<file path="config.mk">
export PLATFORM = sky130hd
export DESIGN_NAME = sd_spi_card_init_sequencer
export DESIGN_NICKNAME = d
export VERILOG_FILES = /design/src/sv/sdinit_pkg.sv /design/src/sv/sd_spi_card_init_sequencer.sv
export SDC_FILE = /design/constraint.sdc
export NUM_CORES = 1
export LEC_CHECK = 0
export ABC_AREA = 1
export BUFFER_PORTS_ARGS = -buffer_cell sky130_fd_sc_hd__buf_4
export CORE_AREA = 2 2 111 113
export CTS_CLUSTER_DIAMETER = 200
export DETAILED_ROUTE_END_ITERATION = 10
export DIE_AREA = 0 0 113 115
export PLACE_DENSITY = 0.86
export SYNTH_ARGS = -nofsm -noshare
export SYNTH_HDL_FRONTEND = slang
export SYNTH_SLANG_ARGS = --single-unit
</file>
<file path="constraint.sdc">
create_clock -name clk -period 7.2 [get_ports clk]
set_input_delay 1.44 -clock clk [delete_from_list [all_inputs] [get_ports clk]]
set_output_delay 1.44 -clock clk [all_outputs]
set_load 0.01 [all_outputs]
</file>
<file path="src/sv/sdinit_pkg.sv">
// Package for the SPI-mode SD card start-up sequencer: codes, constants and types.
package sdinit_pkg;

    // input beat kinds
    localparam logic [1:0] MODE_START = 2'd0;
    localparam logic [1:0] MODE_R1    = 2'd1;
    localparam logic [1:0] MODE_TRAIL = 2'd2;

    // result actions
    localparam logic [1:0] ACT_CMD  = 2'd0;
    localparam logic [1:0] ACT_READ = 2'd1;
    localparam logic [1:0] ACT_DONE = 2'd2;

    // card types
    localparam logic [2:0] TYPE_ERR  = 3'd0;
    localparam logic [2:0] TYPE_MMC  = 3'd1;
    localparam logic [2:0] TYPE_V1   = 3'd2;
    localparam logic [2:0] TYPE_V2   = 3'd3;
    localparam logic [2:0] TYPE_V2HC = 3'd4;

    // completion status
    localparam logic [1:0] ST_OK       = 2'd0;
    localparam logic [1:0] ST_FAIL_R1  = 2'd1;
    localparam logic [1:0] ST_FAIL_OTH = 2'd2;

    // command numbers
    localparam logic [5:0] CMD_GO_IDLE      = 6'd0;
    localparam logic [5:0] CMD_SEND_OP      = 6'd1;
    localparam logic [5:0] CMD_SEND_IF_COND = 6'd8;
    localparam logic [5:0] CMD_SET_BLOCKLEN = 6'd16;
    localparam logic [5:0] CMD_SD_SEND_OP   = 6'd41;
    localparam logic [5:0] CMD_APP          = 6'd55;
    localparam logic [5:0] CMD_READ_OCR     = 6'd58;

    localparam logic [31:0] ARG_NONE     = 32'h0000_0000;
    localparam logic [31:0] ARG_IF_COND  = 32'h0000_01AA;
    localparam logic [31:0] ARG_HCS      = 32'h4000_0000;
    localparam logic [31:0] ARG_BLOCKLEN = 32'd512;

    localparam logic [7:0] CRC_CMD0 = 8'h95;
    localparam logic [7:0] CRC_CMD8 = 8'h87;
    localparam logic [7:0] CRC_NONE = 8'h01;

    localparam logic [7:0] R1_IDLE       = 8'h01;
    localparam logic [7:0] R1_READY      = 8'h00;
    localparam logic [7:0] CHECK_PATTERN = 8'hAA;
    localparam logic [7:0] OCR_CCS_MASK  = 8'h40;
    localparam logic [3:0] START_DUMMIES = 4'd10;

    localparam logic [7:0]  IDLE_LIMIT_RESET  = 8'd20;
    localparam logic [15:0] READY_LIMIT_RESET = 16'hFFFE;

    // register indexes
    localparam logic REG_IDLE_LIMIT  = 1'b0;
    localparam logic REG_READY_LIMIT = 1'b1;

    typedef enum logic [3:0] {
        PH_IDLE     = 4'd0,
        PH_CMD0     = 4'd1,
        PH_CMD8     = 4'd2,
        PH_R7       = 4'd3,
        PH_55_V2    = 4'd4,
        PH_41_V2    = 4'd5,
        PH_CMD58    = 4'd6,
        PH_OCR      = 4'd7,
        PH_55_PROBE = 4'd8,
        PH_41_PROBE = 4'd9,
        PH_55_V1    = 4'd10,
        PH_41_V1    = 4'd11,
        PH_CMD1     = 4'd12,
        PH_CMD16    = 4'd13
    } phase_t;

    // what one input beat asks the result formatter for
    typedef struct packed {
        logic        emit;
        logic [1:0]  action;
        logic        start;
        logic [5:0]  idx;
        logic [31:0] arg;
        logic        ok;
    } step_req_t;

endpackage

</file>
<file path="src/sv/sd_spi_card_init_sequencer.sv">
// SPI-mode SD card start-up sequencer: top level with step logic and result register.
//
// Feed the block one beat per card byte: a start request, the R1 reply to the
// last command, or one trailing reply byte (R7 or OCR). For each beat it names
// the next bus action: a command (index, argument, CRC, and 10 leading 0xFF
// bytes on the first CMD0), a request to read one more trailing byte, or a
// finish report with card type, status and the last poll reply. Beats that do
// not fit the current step (an R1 while idle or while trailing bytes are due,
// a trailing byte while an R1 is due, mode 3) give no result. A start beat
// restarts from any step. Rate: one beat per clock cycle sustained while out_ready
// does not hold the result register; each beat passes an input register, the step
// logic, and the result register, which drives the outputs. The sequencer state
// update in the step stage is the one loop that bounds the rate. Retry limits
// live in two APB registers (0x0 CMD0 attempts, 0x4 ACMD41/CMD1 attempts);
// write them only while the block is idle. A limit of 0 acts as 1.
module sd_spi_card_init_sequencer (
    input  logic        clk,
    input  logic        rst_n,
    // input channel
    input  logic        in_valid,
    output logic        in_ready,
    input  logic [1:0]  mode,
    input  logic [7:0]  resp_byte,
    // result channel
    output logic        out_valid,
    input  logic        out_ready,
    output logic [1:0]  action,
    output logic [3:0]  dummy_bytes,
    output logic [5:0]  cmd_index,
    output logic [31:0] cmd_arg,
    output logic [7:0]  cmd_crc,
    output logic [2:0]  card_type,
    output logic [1:0]  init_status,
    output logic [7:0]  last_response,
    // configuration
    input  logic        psel,
    input  logic        penable,
    input  logic        pwrite,
    input  logic [2:0]  paddr,
    input  logic [31:0] pwdata,
    output logic [31:0] prdata,
    output logic        pready
);
    import sdinit_pkg::*;

    // ---------------- configuration registers ----------------
    logic [7:0]  idle_limit_reg;
    logic [15:0] ready_limit_reg;
    logic        cfg_wr;

    assign pready = 1'b1;
    assign cfg_wr = psel && penable && pwrite;

    always_ff @(posedge clk or negedge rst_n)
    begin
        if (!rst_n)
        begin
            idle_limit_reg  <= IDLE_LIMIT_RESET;
            ready_limit_reg <= READY_LIMIT_RESET;
        end
        else if (cfg_wr)
        begin
            if (paddr[2] == REG_IDLE_LIMIT)
                idle_limit_reg <= pwdata[7:0];
            else
                ready_limit_reg <= pwdata[15:0];
        end
    end

    always_comb
    begin
        if (paddr[2] == REG_READY_LIMIT)
            prdata = {16'd0, ready_limit_reg};
        else
            prdata = {24'd0, idle_limit_reg};
    end

    // ---------------- input register ----------------
    logic       s1_valid_reg;
    logic [1:0] s1_mode_reg;
    logic [7:0] s1_resp_reg;
    logic       advance;   // step stage may hand its beat on

    assign advance  = !out_valid || out_ready;
    assign in_ready = !s1_valid_reg || advance;

    always_ff @(posedge clk or negedge rst_n)
    begin
        if (!rst_n)
            s1_valid_reg <= 1'b0;
        else if (in_ready)
            s1_valid_reg <= in_valid;
    end

    always_ff @(posedge clk)
    begin
        if (in_valid && in_ready)
        begin
            s1_mode_reg <= mode;
            s1_resp_reg <= resp_byte;
        end
    end

    // ---------------- sequencer state ----------------
    phase_t      phase_reg, phase_next;
    logic [15:0] retry_count_reg, retry_count_next;
    logic [1:0]  trailing_index_reg, trailing_index_next;
    logic [2:0]  detected_type_reg, detected_type_next;
    logic [7:0]  last_r1_reg, last_r1_next;
    logic [7:0]  trailing_bytes_reg [0:2];   // byte 3 is checked as it arrives
    step_req_t   req;

    // shared terms
    logic [7:0]  r;
    logic [15:0] ready_load;
    logic [15:0] retry_dec;
    logic        idle_retry_ok;
    logic        r7_ok;
    logic        step_en;

    assign r             = s1_resp_reg;
    assign ready_load    = (ready_limit_reg == 16'd0) ? 16'd1 : ready_limit_reg;
    assign retry_dec     = retry_count_reg - 16'd1;
    assign idle_retry_ok = retry_count_reg < {8'd0, idle_limit_reg};
    assign r7_ok         = (trailing_bytes_reg[2] == R1_IDLE) && (r == CHECK_PATTERN);
    assign step_en       = s1_valid_reg && advance;

    // next-state and step request
    always_comb
    begin
        phase_next          = phase_reg;
        retry_count_next    = retry_count_reg;
        trailing_index_next = trailing_index_reg;
        detected_type_next  = detected_type_reg;
        last_r1_next        = last_r1_reg;
        req                 = '0;
        req.action          = ACT_CMD;
        req.idx             = CMD_APP;
        req.arg             = ARG_NONE;

        if (s1_mode_reg == MODE_START)
        begin
            detected_type_next  = TYPE_ERR;
            last_r1_next        = 8'd0;
            trailing_index_next = 2'd0;
            retry_count_next    = 16'd1;
            phase_next          = PH_CMD0;
            req.emit            = 1'b1;
            req.start           = 1'b1;
            req.idx             = CMD_GO_IDLE;
        end
        else if (s1_mode_reg == MODE_TRAIL)
        begin
            if (phase_reg == PH_R7 || phase_reg == PH_OCR)
            begin
                trailing_index_next = trailing_index_reg + 2'd1;
                req.emit            = 1'b1;
                if (trailing_index_reg != 2'd3)
                    req.action = ACT_READ;
                else if (phase_reg == PH_R7)
                begin
                    if (r7_ok)
                    begin
                        retry_count_next = ready_load;
                        phase_next       = PH_55_V2;
                    end
                    else
                        req.action = ACT_DONE;
                end
                else
                begin
                    detected_type_next = ((trailing_bytes_reg[0] & OCR_CCS_MASK) != 8'd0)
                                         ? TYPE_V2HC : TYPE_V2;
                    req.action = ACT_DONE;
                    req.ok     = 1'b1;
                end
            end
        end
        else if (s1_mode_reg == MODE_R1)
        begin
            req.emit = 1'b1;
            case (phase_reg)
                PH_CMD0:
                begin
                    if (r == R1_IDLE)
                    begin
                        phase_next = PH_CMD8;
                        req.idx    = CMD_SEND_IF_COND;
                        req.arg    = ARG_IF_COND;
                    end
                    else if (idle_retry_ok)
                    begin
                        retry_count_next = retry_count_reg + 16'd1;
                        req.idx          = CMD_GO_IDLE;
                    end
                    else
                        req.action = ACT_DONE;
                end
                PH_CMD8:
                begin
                    if (r == R1_IDLE)
                    begin
                        trailing_index_next = 2'd0;
                        phase_next          = PH_R7;
                        req.action          = ACT_READ;
                    end
                    else
                        phase_next = PH_55_PROBE;
                end
                PH_55_V2:
                begin
                    last_r1_next = r;
                    phase_next   = PH_41_V2;
                    req.idx      = CMD_SD_SEND_OP;
                    req.arg      = ARG_HCS;
                end
                PH_41_V2:
                begin
                    last_r1_next     = r;
                    retry_count_next = retry_dec;
                    if (r == R1_READY)
                    begin
                        phase_next = PH_CMD58;
                        req.idx    = CMD_READ_OCR;
                    end
                    else if (retry_dec == 16'd0)
                        req.action = ACT_DONE;
                    else
                        phase_next = PH_55_V2;
                end
                PH_CMD58:
                begin
                    if (r == R1_READY)
                    begin
                        trailing_index_next = 2'd0;
                        phase_next          = PH_OCR;
                        req.action          = ACT_READ;
                    end
                    else
                        req.action = ACT_DONE;
                end
                PH_55_PROBE:
                begin
                    last_r1_next = r;
                    phase_next   = PH_41_PROBE;
                    req.idx      = CMD_SD_SEND_OP;
                end
                PH_41_PROBE:
                begin
                    last_r1_next     = r;
                    retry_count_next = ready_load;
                    if (r <= R1_IDLE)
                    begin
                        detected_type_next = TYPE_V1;
                        phase_next         = PH_55_V1;
                    end
                    else
                    begin
                        detected_type_next = TYPE_MMC;
                        phase_next         = PH_CMD1;
                        req.idx            = CMD_SEND_OP;
                    end
                end
                PH_55_V1:
                begin
                    last_r1_next = r;
                    phase_next   = PH_41_V1;
                    req.idx      = CMD_SD_SEND_OP;
                end
                PH_41_V1, PH_CMD1:
                begin
                    last_r1_next     = r;
                    retry_count_next = retry_dec;
                    if (r == R1_READY)
                    begin
                        phase_next = PH_CMD16;
                        req.idx    = CMD_SET_BLOCKLEN;
                        req.arg    = ARG_BLOCKLEN;
                    end
                    else if (retry_dec == 16'd0)
                        req.action = ACT_DONE;
                    else if (phase_reg == PH_41_V1)
                        phase_next = PH_55_V1;
                    else
                        req.idx = CMD_SEND_OP;
                end
                PH_CMD16:
                begin
                    req.action = ACT_DONE;
                    req.ok     = (r == R1_READY);
                end
                default:
                    req.emit = 1'b0;
            endcase
        end

        // finishing returns to idle; a failure clears the card type
        if (req.emit && req.action == ACT_DONE)
        begin
            phase_next = PH_IDLE;
            if (!req.ok)
                detected_type_next = TYPE_ERR;
        end
    end

    always_ff @(posedge clk or negedge rst_n)
    begin
        if (!rst_n)
        begin
            phase_reg          <= PH_IDLE;
            retry_count_reg    <= 16'd0;
            trailing_index_reg <= 2'd0;
            detected_type_reg  <= TYPE_ERR;
            last_r1_reg        <= 8'd0;
        end
        else if (step_en)
        begin
            phase_reg          <= phase_next;
            retry_count_reg    <= retry_count_next;
            trailing_index_reg <= trailing_index_next;
            detected_type_reg  <= detected_type_next;
            last_r1_reg        <= last_r1_next;
        end
    end

    always_ff @(posedge clk)
    begin
        if (step_en && s1_mode_reg == MODE_TRAIL && trailing_index_reg != 2'd3 &&
            (phase_reg == PH_R7 || phase_reg == PH_OCR))
            trailing_bytes_reg[trailing_index_reg] <= r;
    end

    // ---------------- result formatting ----------------
    logic [1:0]  action_next;
    logic [3:0]  dummy_next;
    logic [5:0]  index_next;
    logic [31:0] arg_next;
    logic [7:0]  crc_next;
    logic [2:0]  type_next;
    logic [1:0]  status_next;
    logic [7:0]  resp_next;

    always_comb
    begin
        action_next = req.action;
        dummy_next  = 4'd0;
        index_next  = 6'd0;
        arg_next    = ARG_NONE;
        crc_next    = 8'd0;
        type_next   = TYPE_ERR;
        status_next = ST_OK;
        resp_next   = 8'd0;
        case (req.action)
            ACT_CMD:
            begin
                dummy_next = req.start ? START_DUMMIES : 4'd0;
                index_next = req.idx;
                arg_next   = req.arg;
                case (req.idx)
                    CMD_GO_IDLE:      crc_next = CRC_CMD0;
                    CMD_SEND_IF_COND: crc_next = CRC_CMD8;
                    default:          crc_next = CRC_NONE;
                endcase
            end
            ACT_DONE:
            begin
                type_next   = detected_type_next;
                resp_next   = last_r1_next;
                if (!req.ok)
                    status_next = (last_r1_next != 8'd0) ? ST_FAIL_R1 : ST_FAIL_OTH;
            end
            default:
                action_next = ACT_READ;
        endcase
    end

    // ---------------- result register ----------------
    always_ff @(posedge clk or negedge rst_n)
    begin
        if (!rst_n)
            out_valid <= 1'b0;
        else if (advance)
            out_valid <= s1_valid_reg && req.emit;
    end

    always_ff @(posedge clk)
    begin
        if (step_en && req.emit)
        begin
            action        <= action_next;
            dummy_bytes   <= dummy_next;
            cmd_index     <= index_next;
            cmd_arg       <= arg_next;
            cmd_crc       <= crc_next;
            card_type     <= type_next;
            init_status   <= status_next;
            last_response <= resp_next;
        end
    end

    // ---------------- assertions ----------------
    a_stall_only_on_full_output: assert property (@(posedge clk) disable iff (!rst_n)
        !in_ready |-> (out_valid && !out_ready))
        else $error("input stalled without a blocked result");

    a_trail_index_in_trailing_phase: assert property (@(posedge clk) disable iff (!rst_n)
        (trailing_index_reg != 2'd0) |-> (phase_reg == PH_R7 || phase_reg == PH_OCR))
        else $error("trailing byte count left set outside a trailing phase");

    a_fail_has_error_type: assert property (@(posedge clk) disable iff (!rst_n)
        (out_valid && action == ACT_DONE && init_status != ST_OK) |-> (card_type == TYPE_ERR))
        else $error("failed finish reports a card type");

    a_dummies_only_on_cmd0: assert property (@(posedge clk) disable iff (!rst_n)
        (out_valid && dummy_bytes != 4'd0) |-> (action == ACT_CMD && cmd_index == CMD_GO_IDLE))
        else $error("leading dummy bytes on a command other than CMD0");

    a_finish_goes_idle: assert property (@(posedge clk) disable iff (!rst_n)
        (step_en && req.emit && req.action == ACT_DONE) |=> (phase_reg == PH_IDLE))
        else $error("sequencer not idle after finish");

endmodule
</file>
Yosys cells after proc, flatten, opt, wreduce, memory -nomap -nowiden
Memory sizes are Yosys's and may differ from the RTL's.
Index checks and enable logic that the tools add are counted.
- bits in registers: 134
- bits in writable memories: 24
- memories: 1
- word-level logic and storage cells: 202
- eq/ne operators: 38
- bitwise operators: 4
- $add $sub $neg: 3
- $lt $le $gt $ge: 2
- muxes and demuxes: 94
- reductions and logical operators: 41
- memory list (name ; depth ; bits a word ; rd ports ; clocked after Yosys merged registers in ; write ports ; RTL line ; source):
    trailing_bytes_reg ; 3 ; 8 ; 2 ; 0 ; 1 ; sd_spi_card_init_sequencer.sv:110 ; logic [7:0] trailing_bytes_reg [0:2];
- operator list (operator ; number):
    16-bit two-way mux ; 11
    32-bit case mux with 3 select lines ; 1
    4-bit two-way mux ; 18
    16-bit case mux with 3 select lines ; 1
    3-bit two-way mux ; 14
    6-bit two-way mux ; 7
    39-bit two-way mux ; 1
    38-bit two-way mux ; 1
    4-bit case mux with 9 select lines ; 1
    2-bit two-way mux ; 17
    16-bit zero test ; 2
    8-bit two-way mux ; 4
    6-bit case mux with 5 select lines ; 1
    4-bit == test (second input constant) ; 6
    4-bit inequality test (second input constant) ; 6
    6-bit inequality test (second input constant) ; 3
    16-bit by 1-bit adder with 16-bit output (second input constant) ; 1
    4-bit by 3-bit == test with 1-bit output (second input constant) ; 4
    8-bit by 1-bit == test with 1-bit output (second input constant) ; 2
    16-bit by 8-bit less-than comparator with 1-bit output ; 1
    8-bit case mux with 2 select lines ; 1
    16-bit by 1-bit subtractor with 16-bit output (second input constant) ; 1
    1-bit two-way mux ; 12
    12-bit AND reduction ; 1
    other kinds (37) ; 65

Logic depth before layout (Yosys ltp)
An unclocked memory read counts as a cell.
- depth in word-level cells: 13
- depth in mapped cells: 19

Least setup slack after synthesis
No wires, ideal clock.
- path type: input-to-output
- start point: input paddr[2]
- end point: output prdata[6]
- path slack: 3641 ps
- path buffers: 2
- data arrival time: 2119 ps
- stages on the path: 4
- data required time: 5760 ps
- cells stage by stage: clkbuf_1 clkbuf_1 nand2_1 o21ai_0
- word-level cells in the longest chain between the ends: 1
- ends and longest elaborated chain (what ; RTL line ; source):
    start, declared ; sd_spi_card_init_sequencer.sv:39 ; input logic [2:0] paddr,
    16-bit two-way mux ; sd_spi_card_init_sequencer.sv:72 ; if (paddr[2] == REG_READY_LIMIT)
    end, declared ; sd_spi_card_init_sequencer.sv:41 ; output logic [31:0] prdata,
Every way passes these cells.

Worst setup path after layout
Ends and elaborated chain as after synthesis.

==> flow_summary.toml <==
[finish]
final_nets = 1020
layout_commonest_cell = "nand2_1"
final_cell_mix = "nand2_1 (189), inv_1 (112), buf_4 (88)"
area_growth_pct = 11.4
antenna_cells = 0
drive_gt1_frac = 0.186

[placement]
post-dp-hpwl_um = 12800
gp_congestion = 0.989
pre_cts_slack_ns = 3.55
port_buffers = 86

[setup_path]
arrival_ns = 2.07
r2r-end = "init_status[0]$_SDFFCE_PP0P_"
timing.rr.start = "s1_mode_reg[0]$_DFFE_PP_"
crit_path_end_kind = "output port"
crit_top_cell = "buf_4"
worstPathCellList = "buf_4 -> o21ai_0 -> buf_4"
path_class = "input port to output port"
cp_data_required_time_ns = 5.76
path_max_fanout = 26
crit_path_max_incr_delay_ns = 0.26
rr_worst_depth = 9
path_delay_family = "buffers and inverters"
ff2ff_setup_slack_ns = 3.85
start_kind = "input port"
crit_slowest_cell = "o21ai_0"
critPathBufInv = 2

[timing]
max_slew_margin = 0.264
period_share = 0.487
fmax_ghz = 0.285
drv_slew = 0
post-route-min-period_ns = 3.51
skew_ns = 0.00800
hold_slack_ns = 0.471
setup_tns_ns = 0
grt_setup_unrepaired = "false"
worst_slack_ns = 3.69
finalSetupViolations = 0
worst_pin_slew_ns = 1.10
hold_viol = 0

[floorplanning]
core_sq_um = 11800
rows = 40
initial_utilization = 0.588
io_pins = 152
fp.dieW_um = 113
die_h_um = 115
dieArea_sq_um = 13000

[clock_tree]
cts_hold_buf = 0
cts_tree = "yes"
cts.sinks = 107
path_clk_slew_ns = 0.07
post_cts_buffers = 0
ctsResizeCount = 0
cts_root_buffer = "clkbuf_16"
insertion_delay_ns = 0.35
cts-buffers-inserted = 9
clockBufferDepth = 2
htree_levels = 3

[synthesis]
yosys.cell_types.count = 55
synthesis.area_sq_um = 6940
synth-edff-count = 48
syn_inst = 887
ys.warnings.count = 0
synth_area_leaders = "edfxtp_1 (21%), dfrtp_1 (15%), nand2_1 (10%)"
syn_avg_cell_area_sq_um = 7.83
yosysSeqAreaShare = 0.423
synth-main-ff-cell = "edfxtp_1"
yosysTopAreaCellShare = 0.208
async_flop_share = 0.551
synth_top_cell_by_area = "edfxtp_1"
synth-seq-cells = 107

[flow_run]
maxCapViolCount = 0

[routing]
drtAntennaViolNets = 0
finalWirelength_um = 17300
firstDrtPassIters = 9
routedWlPerCell_um = 15.6
vias_per_cell = 5.63
drtIter0Drc = 694
vias = 6237
remaining_drc_errors = 7

[power]
power.internal_mw = 1.50
switchingPower_mw = 1.16
swShare = 0.436
clkPwrFrac = 0.193
power.density_nw_per_um2 = 344
irDropWorstVdd_uv = 162
pwr-share-comb = 0.435
seqPwrFrac = 0.372
p_leak_nw = 3.71

[global_routing]
grt_pass1_wl_um = 28300
overflow = 0
track_usage = 0.271
grt_pass1_vias = 5731
grt_max_degree = 60
antenna_found_initial = 0

[run_status]
outcome = "complete, but fails checks"
violations = "DRC"

[hold_path]
hold_path.class = "register to register"
holdPathStages = 0
hold_start = "r[5]$_DFFE_PP_"
hold_path_end = "trailing_bytes_reg[2][5]$_DFFE_PP_"
worst max-delay path by stage:
stage	start	endpoint	cells after the start
after detailed placement	out_ready	retry_count_reg[11]$_DFFE_PN0P_	11
final	paddr[2]	prdata[6]	3
after CTS	paddr[2]	prdata[6]	3
after floorplan	paddr[2]	prdata[6]	4
after global placement	out_ready	retry_count_reg[0]$_DFFE_PN0P_	11
after global routing	out_ready	retry_count_reg[4]$_DFFE_PN0P_	11
metrics by stage:
step	total power, mW	util	cells	cell area, sq um
floorplan	1.81	-	932	7110
global placement	2.09	0.630	1091	7440
detailed placement	2.13	0.630	1091	7440
CTS	2.64	0.655	1107	7740
global route	2.84	0.655	1107	7740
finish	2.66	0.655	1107	7740
cell usage after synthesis, types with 2 or more instances:
master,n
a21oi_1,41
a22oi_1,8
a31oi_1,3
buf_2,6
buf_4,53
buf_6,4
clkbuf_1,13
conb_1,2
dfrtp_1,42
dfstp_2,17
edfxtp_1,48
ha_1,13
inv_1,112
inv_2,11
mux2_2,3
nand2_1,189
nand2_2,12
nand2_4,3
nand3_1,45
nand3b_1,2
nand4_1,14
nor2_1,86
nor2_2,5
nor2_4,8
nor3_1,7
nor3_2,2
nor3b_1,2
nor4_1,7
nor4_2,2
o211ai_1,13
o21ai_0,74
o21ai_1,4
o21ai_2,2
o221ai_1,2
o22ai_1,4
o31ai_1,3
or2_2,4
xor2_1,4
power groups by stage:
stage	combinational, mW	clock [mW]	sequential, mW
after CTS	1.14	0.515	0.982
after detailed placement	1.13	0	0.992
after global placement	1.10	0	0.986
after global routing	1.29	0.541	1.01
final	1.16	0.513	0.989
after floorplan	0.856	0	0.957
final cells by class:
class | count | area [sq um]
multi-input combinational | 624 | 3180
inverter | 125 | 470
tap | 147 | 184
timing repair buffer | 88 | 661
fill | 1007 | 4070
clock inverter | 7 | 75.1
clock buffer | 9 | 225
sequential | 107 | 2940
logic make-up after synthesis:
kind of cell,share of synthesized area
DFF,0.423
xor gates and xnor gates,0.00504
muxes,0.00486
other,0.00108
AOI/OAI and AO/OA,0.136
buffers and inverters,0.143
adders and majority gates,0.0234
and+or+nand+nor,0.263
routing by layer:
metal | vias up | track usage | share of wire
li1 | 2961 | - | -
met5 | - | 0 | 0
met4 | 0 | 0.0805 | 0.020
met1 | 2874 | 0.391 | 0.42
met2 | 364 | 0.431 | 0.46
met3 | 38 | 0.0406 | 0.099
(Power assumes the default switching activity.)
